<file path="src/design/assert_macros.svh">
// Assertion helpers shared by the RTL
`ifndef ASSERT_MACROS_SVH
`define ASSERT_MACROS_SVH
`ifndef SYNTHESIS
`define ASSERT_IMPLIES(label, clk, rst, ante, cons) \
   label: assert property (@(posedge clk) disable iff (rst) (ante) |-> (cons)) \
      else $error("implication check failed");
`define ASSERT_NEXT(label, clk, rst, ante, cons) \
   label: assert property (@(posedge clk) disable iff (rst) (ante) |=> (cons)) \
      else $error("next-cycle check failed");
`else
`define ASSERT_IMPLIES(label, clk, rst, ante, cons)
`define ASSERT_NEXT(label, clk, rst, ante, cons)
`endif
`endif

</file>
<file path="src/design/bwep_pkg.sv">
package bwep_pkg;

   localparam int CSR_ADDR_W = 8;

   localparam logic [CSR_ADDR_W-1:0] CSR_SSID_LIMIT      = 8'd0;
   localparam logic [CSR_ADDR_W-1:0] CSR_RATES_LIMIT     = 8'd1;
   localparam logic [CSR_ADDR_W-1:0] CSR_CHALLENGE_LIMIT = 8'd2;
   localparam logic [CSR_ADDR_W-1:0] CSR_TIM_LIMIT       = 8'd3;

   localparam logic [7:0] RST_SSID_LIMIT      = 8'd32;
   localparam logic [7:0] RST_RATES_LIMIT     = 8'd8;
   localparam logic [7:0] RST_CHALLENGE_LIMIT = 8'd253;
   localparam logic [7:0] RST_TIM_LIMIT       = 8'd251;

   localparam logic [7:0] ID_SSID      = 8'd0;
   localparam logic [7:0] ID_RATES     = 8'd1;
   localparam logic [7:0] ID_DS        = 8'd3;
   localparam logic [7:0] ID_CF        = 8'd4;
   localparam logic [7:0] ID_TIM       = 8'd5;
   localparam logic [7:0] ID_CHALLENGE = 8'd16;
   localparam logic [7:0] ID_HTCAP     = 8'd45;

   localparam logic [7:0] DS_BODY_BYTES = 8'd2;
   localparam logic [7:0] CF_BODY_BYTES = 8'd7;
   localparam logic [7:0] TIM_FIXED     = 8'd3;
   localparam logic [6:0] RATE_MASK     = 7'h7f;

   localparam logic [3:0] HDR_CAP_LO = 4'd10;
   localparam logic [3:0] HDR_LAST   = 4'd11;

   typedef enum logic [4:0] {
      PH_HEADER = 5'b00001,
      PH_ID     = 5'b00010,
      PH_LEN    = 5'b00100,
      PH_BODY   = 5'b01000,
      PH_HALT   = 5'b10000
   } phase_type;

   typedef struct packed {
      logic [7:0] ssid_limit;
      logic [7:0] rates_limit;
      logic [7:0] challenge_limit;
      logic [7:0] tim_bitmap_limit;
   } limits_type;

   typedef struct packed {
      logic [7:0] data_byte;
      logic       last_byte;
      logic       is_beacon;
      logic       crc_error;
   } req_type;

   typedef struct packed {
      logic       parse_ok;
      logic       header_complete;
      logic       ssid_seen;
      logic [7:0] ssid_length;
      logic       ds_seen;
      logic [7:0] channel;
      logic       rates_seen;
      logic [6:0] top_rate;
      logic       privacy;
      logic       ess_mode;
      logic       ht_enabled;
      logic       tim_seen;
   } rsp_type;

   typedef struct packed {
      logic ssid;
      logic ds;
      logic rates;
      logic tim;
      logic ht;
   } flags_type;

endpackage

</file>
<file path="src/design/bwep_if.sv">
interface bwep_req_if;
   import bwep_pkg::*;
   logic       valid;
   logic       ready;
   logic [7:0] data_byte;
   logic       last_byte;
   logic       is_beacon;
   logic       crc_error;
   modport source (output valid, data_byte, last_byte, is_beacon, crc_error, input ready);
   modport sink   (input valid, data_byte, last_byte, is_beacon, crc_error, output ready);
endinterface

interface bwep_rsp_if;
   import bwep_pkg::*;
   logic       valid;
   logic       ready;
   logic       parse_ok;
   logic       header_complete;
   logic       ssid_seen;
   logic [7:0] ssid_length;
   logic       ds_seen;
   logic [7:0] channel;
   logic       rates_seen;
   logic [6:0] top_rate;
   logic       privacy;
   logic       ess_mode;
   logic       ht_enabled;
   logic       tim_seen;
   modport source (output valid, parse_ok, header_complete, ssid_seen, ssid_length,
                   ds_seen, channel, rates_seen, top_rate, privacy, ess_mode,
                   ht_enabled, tim_seen, input ready);
   modport sink   (input valid, parse_ok, header_complete, ssid_seen, ssid_length,
                   ds_seen, channel, rates_seen, top_rate, privacy, ess_mode,
                   ht_enabled, tim_seen, output ready);
endinterface

interface bwep_csr_if;
   import bwep_pkg::*;
   logic                  valid;
   logic                  ready;
   logic [CSR_ADDR_W-1:0] addr;
   logic [7:0]            wdata;
   modport source (output valid, addr, wdata, input ready);
   modport sink   (input valid, addr, wdata, output ready);
endinterface

</file>
<file path="src/design/bwep_csr.sv">
module bwep_csr (
   input  logic                clock,
   input  logic                reset,
   bwep_csr_if.sink            csr_chan,
   output bwep_pkg::limits_type limits
);
   import bwep_pkg::*;

   limits_type limits_ff, limits_in;

   assign csr_chan.ready = 1'b1;
   assign limits         = limits_ff;

   always_comb begin
      limits_in = limits_ff;
      if (csr_chan.valid) begin
         unique case (csr_chan.addr)
            CSR_SSID_LIMIT:      limits_in.ssid_limit       = csr_chan.wdata;
            CSR_RATES_LIMIT:     limits_in.rates_limit      = csr_chan.wdata;
            CSR_CHALLENGE_LIMIT: limits_in.challenge_limit  = csr_chan.wdata;
            CSR_TIM_LIMIT:       limits_in.tim_bitmap_limit = csr_chan.wdata;
            default: ;
         endcase
      end
   end

   always_ff @(posedge clock) begin
      if (reset) begin
         limits_ff.ssid_limit       <= RST_SSID_LIMIT;
         limits_ff.rates_limit      <= RST_RATES_LIMIT;
         limits_ff.challenge_limit  <= RST_CHALLENGE_LIMIT;
         limits_ff.tim_bitmap_limit <= RST_TIM_LIMIT;
      end else begin
         limits_ff <= limits_in;
      end
   end

endmodule

</file>
<file path="src/design/bwep_parser.sv">
module bwep_parser (
   input  logic                 clock,
   input  logic                 reset,
   input  logic                 advance,
   input  bwep_pkg::req_type    item,
   input  bwep_pkg::limits_type limits,
   output bwep_pkg::rsp_type    result
);
   import bwep_pkg::*;

   phase_type  phase_ff, phase_in;
   logic [3:0] hdr_cnt_ff, hdr_cnt_in;
   logic [7:0] kind_ff, kind_in;
   logic [7:0] size_ff, size_in;
   logic [7:0] left_ff, left_in;
   logic [1:0] cap_ff, cap_in;      // {privacy, ess}
   flags_type  flags_ff, flags_in;
   logic [7:0] chan_ff, chan_in;
   logic [6:0] pend_ff, pend_in;
   logic [6:0] rate_ff, rate_in;
   logic [7:0] ssid_ff, ssid_in;
   logic       err_ff, err_in;

   logic       done;
   logic       bad;
   logic [7:0] dsize;
   logic [7:0] left_new;
   logic       hdr_ok;

   always_comb begin
      phase_in   = phase_ff;
      hdr_cnt_in = hdr_cnt_ff;
      kind_in    = kind_ff;
      size_in    = size_ff;
      left_in    = left_ff;
      cap_in     = cap_ff;
      flags_in   = flags_ff;
      chan_in    = chan_ff;
      pend_in    = pend_ff;
      rate_in    = rate_ff;
      ssid_in    = ssid_ff;
      err_in     = err_ff;
      done       = 1'b0;
      bad        = 1'b0;
      dsize      = size_ff;
      left_new   = item.data_byte;

      unique case (phase_ff)
         PH_HEADER: begin
            if (hdr_cnt_ff == HDR_CAP_LO) begin
               cap_in = {item.data_byte[4], item.data_byte[0]};
            end
            hdr_cnt_in = hdr_cnt_ff + 4'd1;
            if (hdr_cnt_ff == HDR_LAST) begin
               phase_in = PH_ID;
            end
         end
         PH_ID: begin
            kind_in = item.data_byte;
            size_in = 8'd0;
            priority if (item.data_byte == ID_DS) begin
               left_in  = DS_BODY_BYTES;
               phase_in = PH_BODY;
            end else if (item.data_byte == ID_CF) begin
               left_in  = CF_BODY_BYTES;
               phase_in = PH_BODY;
            end else begin
               if (item.data_byte == ID_HTCAP && item.is_beacon && !item.crc_error) begin
                  flags_in.ht = 1'b1;
               end
               phase_in = PH_LEN;
            end
         end
         PH_LEN: begin
            size_in = item.data_byte;
            dsize   = item.data_byte;
            unique case (kind_ff)
               ID_SSID:      bad = item.data_byte > limits.ssid_limit;
               ID_RATES:     bad = item.data_byte > limits.rates_limit;
               ID_CHALLENGE: bad = item.data_byte > limits.challenge_limit;
               ID_TIM:       bad = (item.data_byte > TIM_FIXED) &&
                                   ((item.data_byte - TIM_FIXED) > limits.tim_bitmap_limit);
               default:      bad = 1'b0;
            endcase
            if (kind_ff == ID_TIM && item.data_byte <= TIM_FIXED) begin
               left_new = TIM_FIXED;
            end
            priority if (bad) begin
               err_in   = 1'b1;
               phase_in = PH_HALT;
            end else begin
               left_in = left_new;
               if (left_new == 8'd0) begin
                  done = 1'b1;
               end else begin
                  phase_in = PH_BODY;
               end
            end
         end
         PH_BODY: begin
            if (kind_ff == ID_RATES) begin
               pend_in = item.data_byte[6:0] & RATE_MASK;
            end
            if (kind_ff == ID_DS && left_ff == 8'd1 && !flags_ff.ds) begin
               chan_in = item.data_byte;
            end
            left_in = left_ff - 8'd1;
            if (left_ff == 8'd1) begin
               done = 1'b1;
            end
         end
         PH_HALT: ;
         default: ;
      endcase

      // element finished: record first of each kind
      if (done) begin
         phase_in = PH_ID;
         unique case (kind_ff)
            ID_SSID: begin
               if (!flags_ff.ssid) begin
                  ssid_in       = dsize;
                  flags_in.ssid = 1'b1;
               end
            end
            ID_RATES: begin
               if (!flags_ff.rates && dsize != 8'd0) begin
                  rate_in        = pend_in;
                  flags_in.rates = 1'b1;
               end
            end
            ID_DS:   flags_in.ds = 1'b1;
            ID_TIM:  if (dsize > TIM_FIXED) flags_in.tim = 1'b1;
            default: ;
         endcase
      end
   end

   assign hdr_ok = phase_in != PH_HEADER;

   always_comb begin
      result.parse_ok        = !err_in && phase_in == PH_ID;
      result.header_complete = hdr_ok;
      result.ssid_seen       = flags_in.ssid;
      result.ssid_length     = flags_in.ssid ? ssid_in : 8'd0;
      result.ds_seen         = flags_in.ds;
      result.channel         = flags_in.ds ? chan_in : 8'd0;
      result.rates_seen      = flags_in.rates;
      result.top_rate        = flags_in.rates ? (rate_in & RATE_MASK) : 7'd0;
      result.privacy         = hdr_ok && cap_in[1];
      result.ess_mode        = hdr_ok && cap_in[0];
      result.ht_enabled      = flags_in.ht;
      result.tim_seen        = flags_in.tim;
   end

   // last byte of a frame clears all per-frame state
   always_ff @(posedge clock) begin
      if (reset || (advance && item.last_byte)) begin
         phase_ff   <= PH_HEADER;
         hdr_cnt_ff <= 4'd0;
         kind_ff    <= 8'd0;
         size_ff    <= 8'd0;
         left_ff    <= 8'd0;
         cap_ff     <= 2'd0;
         flags_ff   <= '0;
         chan_ff    <= 8'd0;
         pend_ff    <= 7'd0;
         rate_ff    <= 7'd0;
         ssid_ff    <= 8'd0;
         err_ff     <= 1'b0;
      end else if (advance) begin
         phase_ff   <= phase_in;
         hdr_cnt_ff <= hdr_cnt_in;
         kind_ff    <= kind_in;
         size_ff    <= size_in;
         left_ff    <= left_in;
         cap_ff     <= cap_in;
         flags_ff   <= flags_in;
         chan_ff    <= chan_in;
         pend_ff    <= pend_in;
         rate_ff    <= rate_in;
         ssid_ff    <= ssid_in;
         err_ff     <= err_in;
      end
   end

endmodule

</file>
<file path="src/design/wifi_beacon_element_parser.sv">
// Beacon / probe-response body parser.
// req_chan carries the frame body one byte per transaction, with last_byte
// on the final byte and the is_beacon / crc_error qualifiers alongside.
// rsp_chan gives one summary transaction per frame, after its last byte.
// csr_chan writes the four length limits (index 0..3); ready is always high,
// and writes are expected only while no frame is in flight.
// Throughput: one byte per cycle, except while a last byte waits on a pending
// summary; each byte sits in an input register, and the element-walk logic
// updates the parse state from it and, for a last byte, fills the result register.
// The summary register loads as the last byte leaves the input register.
// Reset: limits return to defaults, parse state returns to the header phase,
// both pipeline registers empty.
// Stall: while a summary waits on rsp_chan.ready, bytes of the next frame
// keep flowing; only a further last byte holds in the input register, and
// req_chan.ready drops once that register is occupied.
`include "assert_macros.svh"

module wifi_beacon_element_parser (
   input  logic        clock,
   input  logic        reset,
   bwep_req_if.sink    req_chan,
   bwep_rsp_if.source  rsp_chan,
   bwep_csr_if.sink    csr_chan
);
   import bwep_pkg::*;

   logic       in_vld_ff, in_vld_in;
   req_type    in_item_ff;
   logic       out_vld_ff, out_vld_in;
   rsp_type    out_data_ff;
   rsp_type    result;
   limits_type limits;
   logic       advance;
   logic       req_take;

   bwep_csr u_csr (
      .clock    (clock),
      .reset    (reset),
      .csr_chan (csr_chan),
      .limits   (limits)
   );

   bwep_parser u_parser (
      .clock   (clock),
      .reset   (reset),
      .advance (advance),
      .item    (in_item_ff),
      .limits  (limits),
      .result  (result)
   );

   assign advance = in_vld_ff && (!in_item_ff.last_byte || !out_vld_ff || rsp_chan.ready);
   assign req_chan.ready = !in_vld_ff || advance;
   assign req_take = req_chan.valid && req_chan.ready;

   always_comb begin
      in_vld_in = in_vld_ff;
      if (req_take) begin
         in_vld_in = 1'b1;
      end else if (advance) begin
         in_vld_in = 1'b0;
      end
      out_vld_in = out_vld_ff;
      if (advance && in_item_ff.last_byte) begin
         out_vld_in = 1'b1;
      end else if (rsp_chan.ready) begin
         out_vld_in = 1'b0;
      end
   end

   always_ff @(posedge clock) begin
      if (reset) begin
         in_vld_ff  <= 1'b0;
         out_vld_ff <= 1'b0;
      end else begin
         in_vld_ff  <= in_vld_in;
         out_vld_ff <= out_vld_in;
      end
   end

   always_ff @(posedge clock) begin
      if (req_take) begin
         in_item_ff.data_byte <= req_chan.data_byte;
         in_item_ff.last_byte <= req_chan.last_byte;
         in_item_ff.is_beacon <= req_chan.is_beacon;
         in_item_ff.crc_error <= req_chan.crc_error;
      end
      if (advance && in_item_ff.last_byte) begin
         out_data_ff <= result;
      end
   end

   assign rsp_chan.valid           = out_vld_ff;
   assign rsp_chan.parse_ok        = out_data_ff.parse_ok;
   assign rsp_chan.header_complete = out_data_ff.header_complete;
   assign rsp_chan.ssid_seen       = out_data_ff.ssid_seen;
   assign rsp_chan.ssid_length     = out_data_ff.ssid_length;
   assign rsp_chan.ds_seen         = out_data_ff.ds_seen;
   assign rsp_chan.channel         = out_data_ff.channel;
   assign rsp_chan.rates_seen      = out_data_ff.rates_seen;
   assign rsp_chan.top_rate        = out_data_ff.top_rate;
   assign rsp_chan.privacy         = out_data_ff.privacy;
   assign rsp_chan.ess_mode        = out_data_ff.ess_mode;
   assign rsp_chan.ht_enabled      = out_data_ff.ht_enabled;
   assign rsp_chan.tim_seen        = out_data_ff.tim_seen;

   `ASSERT_IMPLIES(a_no_in_overwrite, clock, reset, req_take && in_vld_ff, advance)
   `ASSERT_IMPLIES(a_no_out_overwrite, clock, reset, out_vld_ff && !rsp_chan.ready,
      !(advance && in_item_ff.last_byte))
   `ASSERT_NEXT(a_last_gives_rsp, clock, reset, advance && in_item_ff.last_byte, out_vld_ff)

endmodule

</file>
<file path="src/flat_wrapper.sv">
// flat-port wrapper written by rule: the top's interface ports become plain ports
module wifi_beacon_element_parser_flat import bwep_pkg::*;
  (clock, reset, req_chan_valid, req_chan_data_byte, req_chan_last_byte, req_chan_is_beacon, req_chan_crc_error, req_chan_ready, rsp_chan_valid, rsp_chan_parse_ok, rsp_chan_header_complete, rsp_chan_ssid_seen, rsp_chan_ssid_length, rsp_chan_ds_seen, rsp_chan_channel, rsp_chan_rates_seen, rsp_chan_top_rate, rsp_chan_privacy, rsp_chan_ess_mode, rsp_chan_ht_enabled, rsp_chan_tim_seen, rsp_chan_ready, csr_chan_valid, csr_chan_addr, csr_chan_wdata, csr_chan_ready);
  bwep_req_if req_chan_i ();
  bwep_rsp_if rsp_chan_i ();
  bwep_csr_if csr_chan_i ();
  input  logic clock;
  input  logic reset;
  input wire logic [$bits(req_chan_i.valid)-1:0] req_chan_valid;
  input wire logic [$bits(req_chan_i.data_byte)-1:0] req_chan_data_byte;
  input wire logic [$bits(req_chan_i.last_byte)-1:0] req_chan_last_byte;
  input wire logic [$bits(req_chan_i.is_beacon)-1:0] req_chan_is_beacon;
  input wire logic [$bits(req_chan_i.crc_error)-1:0] req_chan_crc_error;
  output wire logic [$bits(req_chan_i.ready)-1:0] req_chan_ready;
  output wire logic [$bits(rsp_chan_i.valid)-1:0] rsp_chan_valid;
  output wire logic [$bits(rsp_chan_i.parse_ok)-1:0] rsp_chan_parse_ok;
  output wire logic [$bits(rsp_chan_i.header_complete)-1:0] rsp_chan_header_complete;
  output wire logic [$bits(rsp_chan_i.ssid_seen)-1:0] rsp_chan_ssid_seen;
  output wire logic [$bits(rsp_chan_i.ssid_length)-1:0] rsp_chan_ssid_length;
  output wire logic [$bits(rsp_chan_i.ds_seen)-1:0] rsp_chan_ds_seen;
  output wire logic [$bits(rsp_chan_i.channel)-1:0] rsp_chan_channel;
  output wire logic [$bits(rsp_chan_i.rates_seen)-1:0] rsp_chan_rates_seen;
  output wire logic [$bits(rsp_chan_i.top_rate)-1:0] rsp_chan_top_rate;
  output wire logic [$bits(rsp_chan_i.privacy)-1:0] rsp_chan_privacy;
  output wire logic [$bits(rsp_chan_i.ess_mode)-1:0] rsp_chan_ess_mode;
  output wire logic [$bits(rsp_chan_i.ht_enabled)-1:0] rsp_chan_ht_enabled;
  output wire logic [$bits(rsp_chan_i.tim_seen)-1:0] rsp_chan_tim_seen;
  input wire logic [$bits(rsp_chan_i.ready)-1:0] rsp_chan_ready;
  input wire logic [$bits(csr_chan_i.valid)-1:0] csr_chan_valid;
  input wire logic [$bits(csr_chan_i.addr)-1:0] csr_chan_addr;
  input wire logic [$bits(csr_chan_i.wdata)-1:0] csr_chan_wdata;
  output wire logic [$bits(csr_chan_i.ready)-1:0] csr_chan_ready;
  assign req_chan_i.valid = req_chan_valid;
  assign req_chan_i.data_byte = req_chan_data_byte;
  assign req_chan_i.last_byte = req_chan_last_byte;
  assign req_chan_i.is_beacon = req_chan_is_beacon;
  assign req_chan_i.crc_error = req_chan_crc_error;
  assign req_chan_ready = req_chan_i.ready;
  assign rsp_chan_valid = rsp_chan_i.valid;
  assign rsp_chan_parse_ok = rsp_chan_i.parse_ok;
  assign rsp_chan_header_complete = rsp_chan_i.header_complete;
  assign rsp_chan_ssid_seen = rsp_chan_i.ssid_seen;
  assign rsp_chan_ssid_length = rsp_chan_i.ssid_length;
  assign rsp_chan_ds_seen = rsp_chan_i.ds_seen;
  assign rsp_chan_channel = rsp_chan_i.channel;
  assign rsp_chan_rates_seen = rsp_chan_i.rates_seen;
  assign rsp_chan_top_rate = rsp_chan_i.top_rate;
  assign rsp_chan_privacy = rsp_chan_i.privacy;
  assign rsp_chan_ess_mode = rsp_chan_i.ess_mode;
  assign rsp_chan_ht_enabled = rsp_chan_i.ht_enabled;
  assign rsp_chan_tim_seen = rsp_chan_i.tim_seen;
  assign rsp_chan_i.ready = rsp_chan_ready;
  assign csr_chan_i.valid = csr_chan_valid;
  assign csr_chan_i.addr = csr_chan_addr;
  assign csr_chan_i.wdata = csr_chan_wdata;
  assign csr_chan_ready = csr_chan_i.ready;
  wifi_beacon_element_parser u_core (.clock(clock), .reset(reset), .req_chan(req_chan_i), .rsp_chan(rsp_chan_i), .csr_chan(csr_chan_i));
endmodule
</file>
<file path="config.mk">
export PLATFORM = sky130hd
export DESIGN_NAME = wifi_beacon_element_parser_flat
export DESIGN_NICKNAME = d
export VERILOG_FILES = /design/src/design/bwep_pkg.sv /design/src/design/bwep_if.sv /design/src/design/bwep_csr.sv /design/src/design/bwep_parser.sv /design/src/design/wifi_beacon_element_parser.sv /design/src/flat_wrapper.sv
export VERILOG_INCLUDE_DIRS = /design/src /design/src/design
export SDC_FILE = /design/constraint.sdc
export NUM_CORES = 1
export LEC_CHECK = 0
export BUFFER_PORTS_ARGS = -buffer_cell sky130_fd_sc_hd__buf_4
export CORE_MARGIN = 2
export CORE_UTILIZATION = 60
export DETAILED_ROUTE_END_ITERATION = 10
export PLACE_DENSITY = 0.82
export SYNTH_ARGS = -nofsm -noshare
export SYNTH_HDL_FRONTEND = slang
export SYNTH_HIERARCHICAL = 1
export SYNTH_SLANG_ARGS = --single-unit
</file>
<file path="constraint.sdc">
create_clock -name clock -period 8.3 [get_ports clock]
set_input_delay 0.415 -clock clock [delete_from_list [all_inputs] [get_ports clock]]
set_output_delay 0.415 -clock clock [all_outputs]
set_load 0.1 [all_outputs]
</file>
==> reports/qor.yml <==
floorplanning:
  initial_core_util_pct: 60.7
  die_area_mm2: 0.0135
  die_w_um: 116
  rows: 41
  core_mm2: 0.0125
  pin_count: 67
  die_y_um: 116
route:
  vias: 6226
  drc: 0
  drt_first_pass_iters: 7
  drtIter0Drc: 494
  avgRoutedWirePerCell_um: 17.9
  via_per_inst: 5.97
  drt-total-wl_mm: 18.7
  ant_nets: 0
clock_tree:
  cts-htree-levels: 4
  numCtsBuffers: 17
  clock_sinks: 148
  ctsResizeCount: 0
  ctsHoldBuffers: 0
  cts_tree: "built"
  clock-root-buffer: "clkbuf_16"
  postCtsSetupBuffers: 0
  clockBufferDepth: 2
  clkTransAtPathRegs_ns: 0.06
  clock_latency_ns: 0.44
setup_path:
  crit_path_max_fanout: 14
  critPathCaptureType: "flip-flop"
  start_kind: "flip-flop"
  r2r-start: "u_core/in_item_ff[3]"
  arrival_ns: 4.12
  worst_path_max_delay_cell: "edfxtp_1"
  cp_cell_sequence: "inv_1, ha_1, ha_1, nor2b_1, o211ai_1, a21oi_1, a211oi_1, nor3_1, o21ai_1, nor3b_1, a21oi_1"
  max_stage_delay_ns: 0.74
  worstSetupPathType: "reg2reg"
  cp-startpoint: "u_core/in_item_ff[3]"
  crit_required_ns: 8.47
  reg2regPathDepth: 11
yosys:
  synth_warnings: 6
  ys.flop_type: "dfxtp_1"
  synthesis.nets: 882
  synth-seq-cells: 148
  netlist_instances: 811
  syn_area_mm2: 0.00756
  avgSynthCellArea_um2: 9.32
  seq_area_frac_synth_pct: 44.9
  synth_cell_types: 67
  synth_edf_count: 43
  async_flop_share_pct: 0
global_route:
  gr-total-overflow: 0
  grt_pass1_wl_mm: 29.7
  antenna_found_initial: 0
  grt_usage_pct: 28.9
  grt_max_degree: 68
  grt_pass1_vias: 6044
sta:
  final_hold_viol_count: 0
  post-route-min-period_ns: 3.95
  max_freq_mhz: 253
  tightest_slew_ns: 0.980
  fin_crit_sh_pct: 47.6
  setup-violations-final: 0
  maxSlewViolCount: 0
  setup_tns_ns: 0
  slew_headroom_pct: 34.7
  worst_clock_skew_ns: 0.0113
  grt_setup_unrepaired: "false"
  fin_ws_ns: 4.35
worst_hold_path:
  min_path_cells: 1
  hp-class: "in2reg"
  hp-start: "req_chan_crc_error"
placed_design:
  io_buffers: 65
  place.gp.congestion: 0.952
  pre_cts_ws_ns: 4.43
  post-dp-hpwl_mm: 12.9
layout:
  final_net_count: 929
  drive_above_1_share_pct: 13.5
  diodes: 0
  areaGrowthSynthToFinish_pct: 15.3
run:
  cap_violations: 0
pwr:
  powerDensity_mw_per_mm2: 188
  ir_worst_vdd_mv: 0.164
  p_total_mw: 1.64
  p_leak_nw: 3.80
run_status:
  status: "complete, no violations"
==> cells by family (layout without fill, tap and decap cells) <==
| family | after synthesis | count (layout) | share of synthesized area (%) |
|---|---|---|---|
| muxes | 70 | 70 | 9.27 |
| other | 1 | 1 | 0.0496 |
| buffers and inverters | 87 | 147 | 4.91 |
| AOI/OAI and AO/OA | 142 | 142 | 12.7 |
| xor gates and xnor gates | 11 | 11 | 1.27 |
| DFF | 148 | 148 | 44.9 |
| adders and majority gates | 39 | 39 | 6.45 |
| and+or+nand+nor | 313 | 313 | 20.5 |
==> cell usage after synthesis, drive strengths merged, types with 15 or more instances <==
cell    instances  area share (%)
a21o           15             1.5
a21oi          40             2.7
clkbuf         29             1.4
dfxtp         105              28
edfxtp         43              17
ha             39             6.5
inv            45             2.2
mux2i          70             9.3
nand2          71             3.5
nand2b         27             2.2
nand3          23             1.7
nor2          123             6.2
o21ai          20             1.3
==> power breakdown <==
group          internal (mW)  switching (mW)  leakage (nW)  total (mW)
Clock                  0.487           0.292         0.299       0.779
Combinational         0.0335          0.0665          2.22       0.100
Sequential             0.749          0.0142          1.28       0.763
Total                   1.27           0.373          3.80        1.64
==> worst paths after layout <==
kind / endpoint / slack, ns
max: u_core/rsp_chan.ess_mode / 4.35
min: u_core/in_item_ff[0] / 0.16
max reg2reg: u_core/rsp_chan.ess_mode / 4.35
min reg2reg: u_core/u_parser/chan_ff[1] / 0.45
==> placed cells by master (no fill, tap or decap), types with 6 or more instances in the layout <==
cell       count
nor3_1        12
nor2_1       120
o211ai_1       9
o31ai_1       10
nand4_1        8
dfxtp_1      105
mux2i_1       70
a21o_1        14
edfxtp_1      43
a211oi_1      10
nand2b_1      27
o21ai_0       19
buf_4         70
clkbuf_16     19
xor2_1         7
nor2b_1        6
a21oi_1       38
nand3_1       21
nand2_1       71
a22oi_1       13
nand4b_1       6
ha_1          39
inv_1         45
==> flip-flops by register name, summed over array words and instances, names as in the netlist, 2 cells and up <==
register	count
u_core/u_parser/left_ff	8
u_core/rsp_chan.top_rate	7
u_core/rsp_chan.channel	8
u_core/u_parser/rate_ff	7
u_core/u_parser/hdr_cnt_ff	4
u_core/u_parser/ssid_ff	8
u_core/u_parser/chan_ff	8
u_core/u_parser/kind_ff	8
u_core/rsp_chan.ssid_length	8
u_core/u_parser/size_ff	8
u_core/u_parser/flags_ff	5
u_core/u_parser/phase_ff	5
u_core/u_csr/limits	32
u_core/u_parser/cap_ff	2
u_core/in_item_ff	11
u_core/u_parser/pend_ff	7
==> area by class of cell <==
cell class              instances  area, um^2
fillers                       946        3750
clock inverters                 6        61.3
multi-input cells             576        3800
clock buffers                  26         552
repair buffers                 70         526
well taps                     172         215
inverters                      45         169
flip-flops and latches        148        3390
==> metrics by stage <==
stage | util [%] | instance area, um^2 | instances | hold WS, ns
global route | 69.9 | 8720 | 1043 | 0.141
floorplan | - | 7560 | 811 | 0.431
finish | 69.9 | 8720 | 1043 | 0.158
CTS | 69.9 | 8720 | 1043 | 0.143
detailed placement | 65.0 | 8110 | 1011 | 0.444
global placement | 65.0 | 8110 | 1011 | 0.437
==> routing by layer <==
metal  global-route usage, %  vias to the layer above  share of wire, %
li1                        -                     2948                 -
met1                    36.1                     2974                42
met2                    47.9                      263                48
met3                    7.37                       41               7.0
met4                    12.1                        0               2.2
met5                       0                        -                 0
==> worst max-delay path: cells and delay by family (launching register included) <==
kind / cells / cell delay [ns]
buffers and inverters: 1 / 0.31
and+or+nand+nor: 3 / 0.72
adders and majority gates: 2 / 0.67
DFF: 1 / 0.74
AOI/OAI and AO/OA: 5 / 1.25
Note: power is estimated with default switching activity, not from simulation.
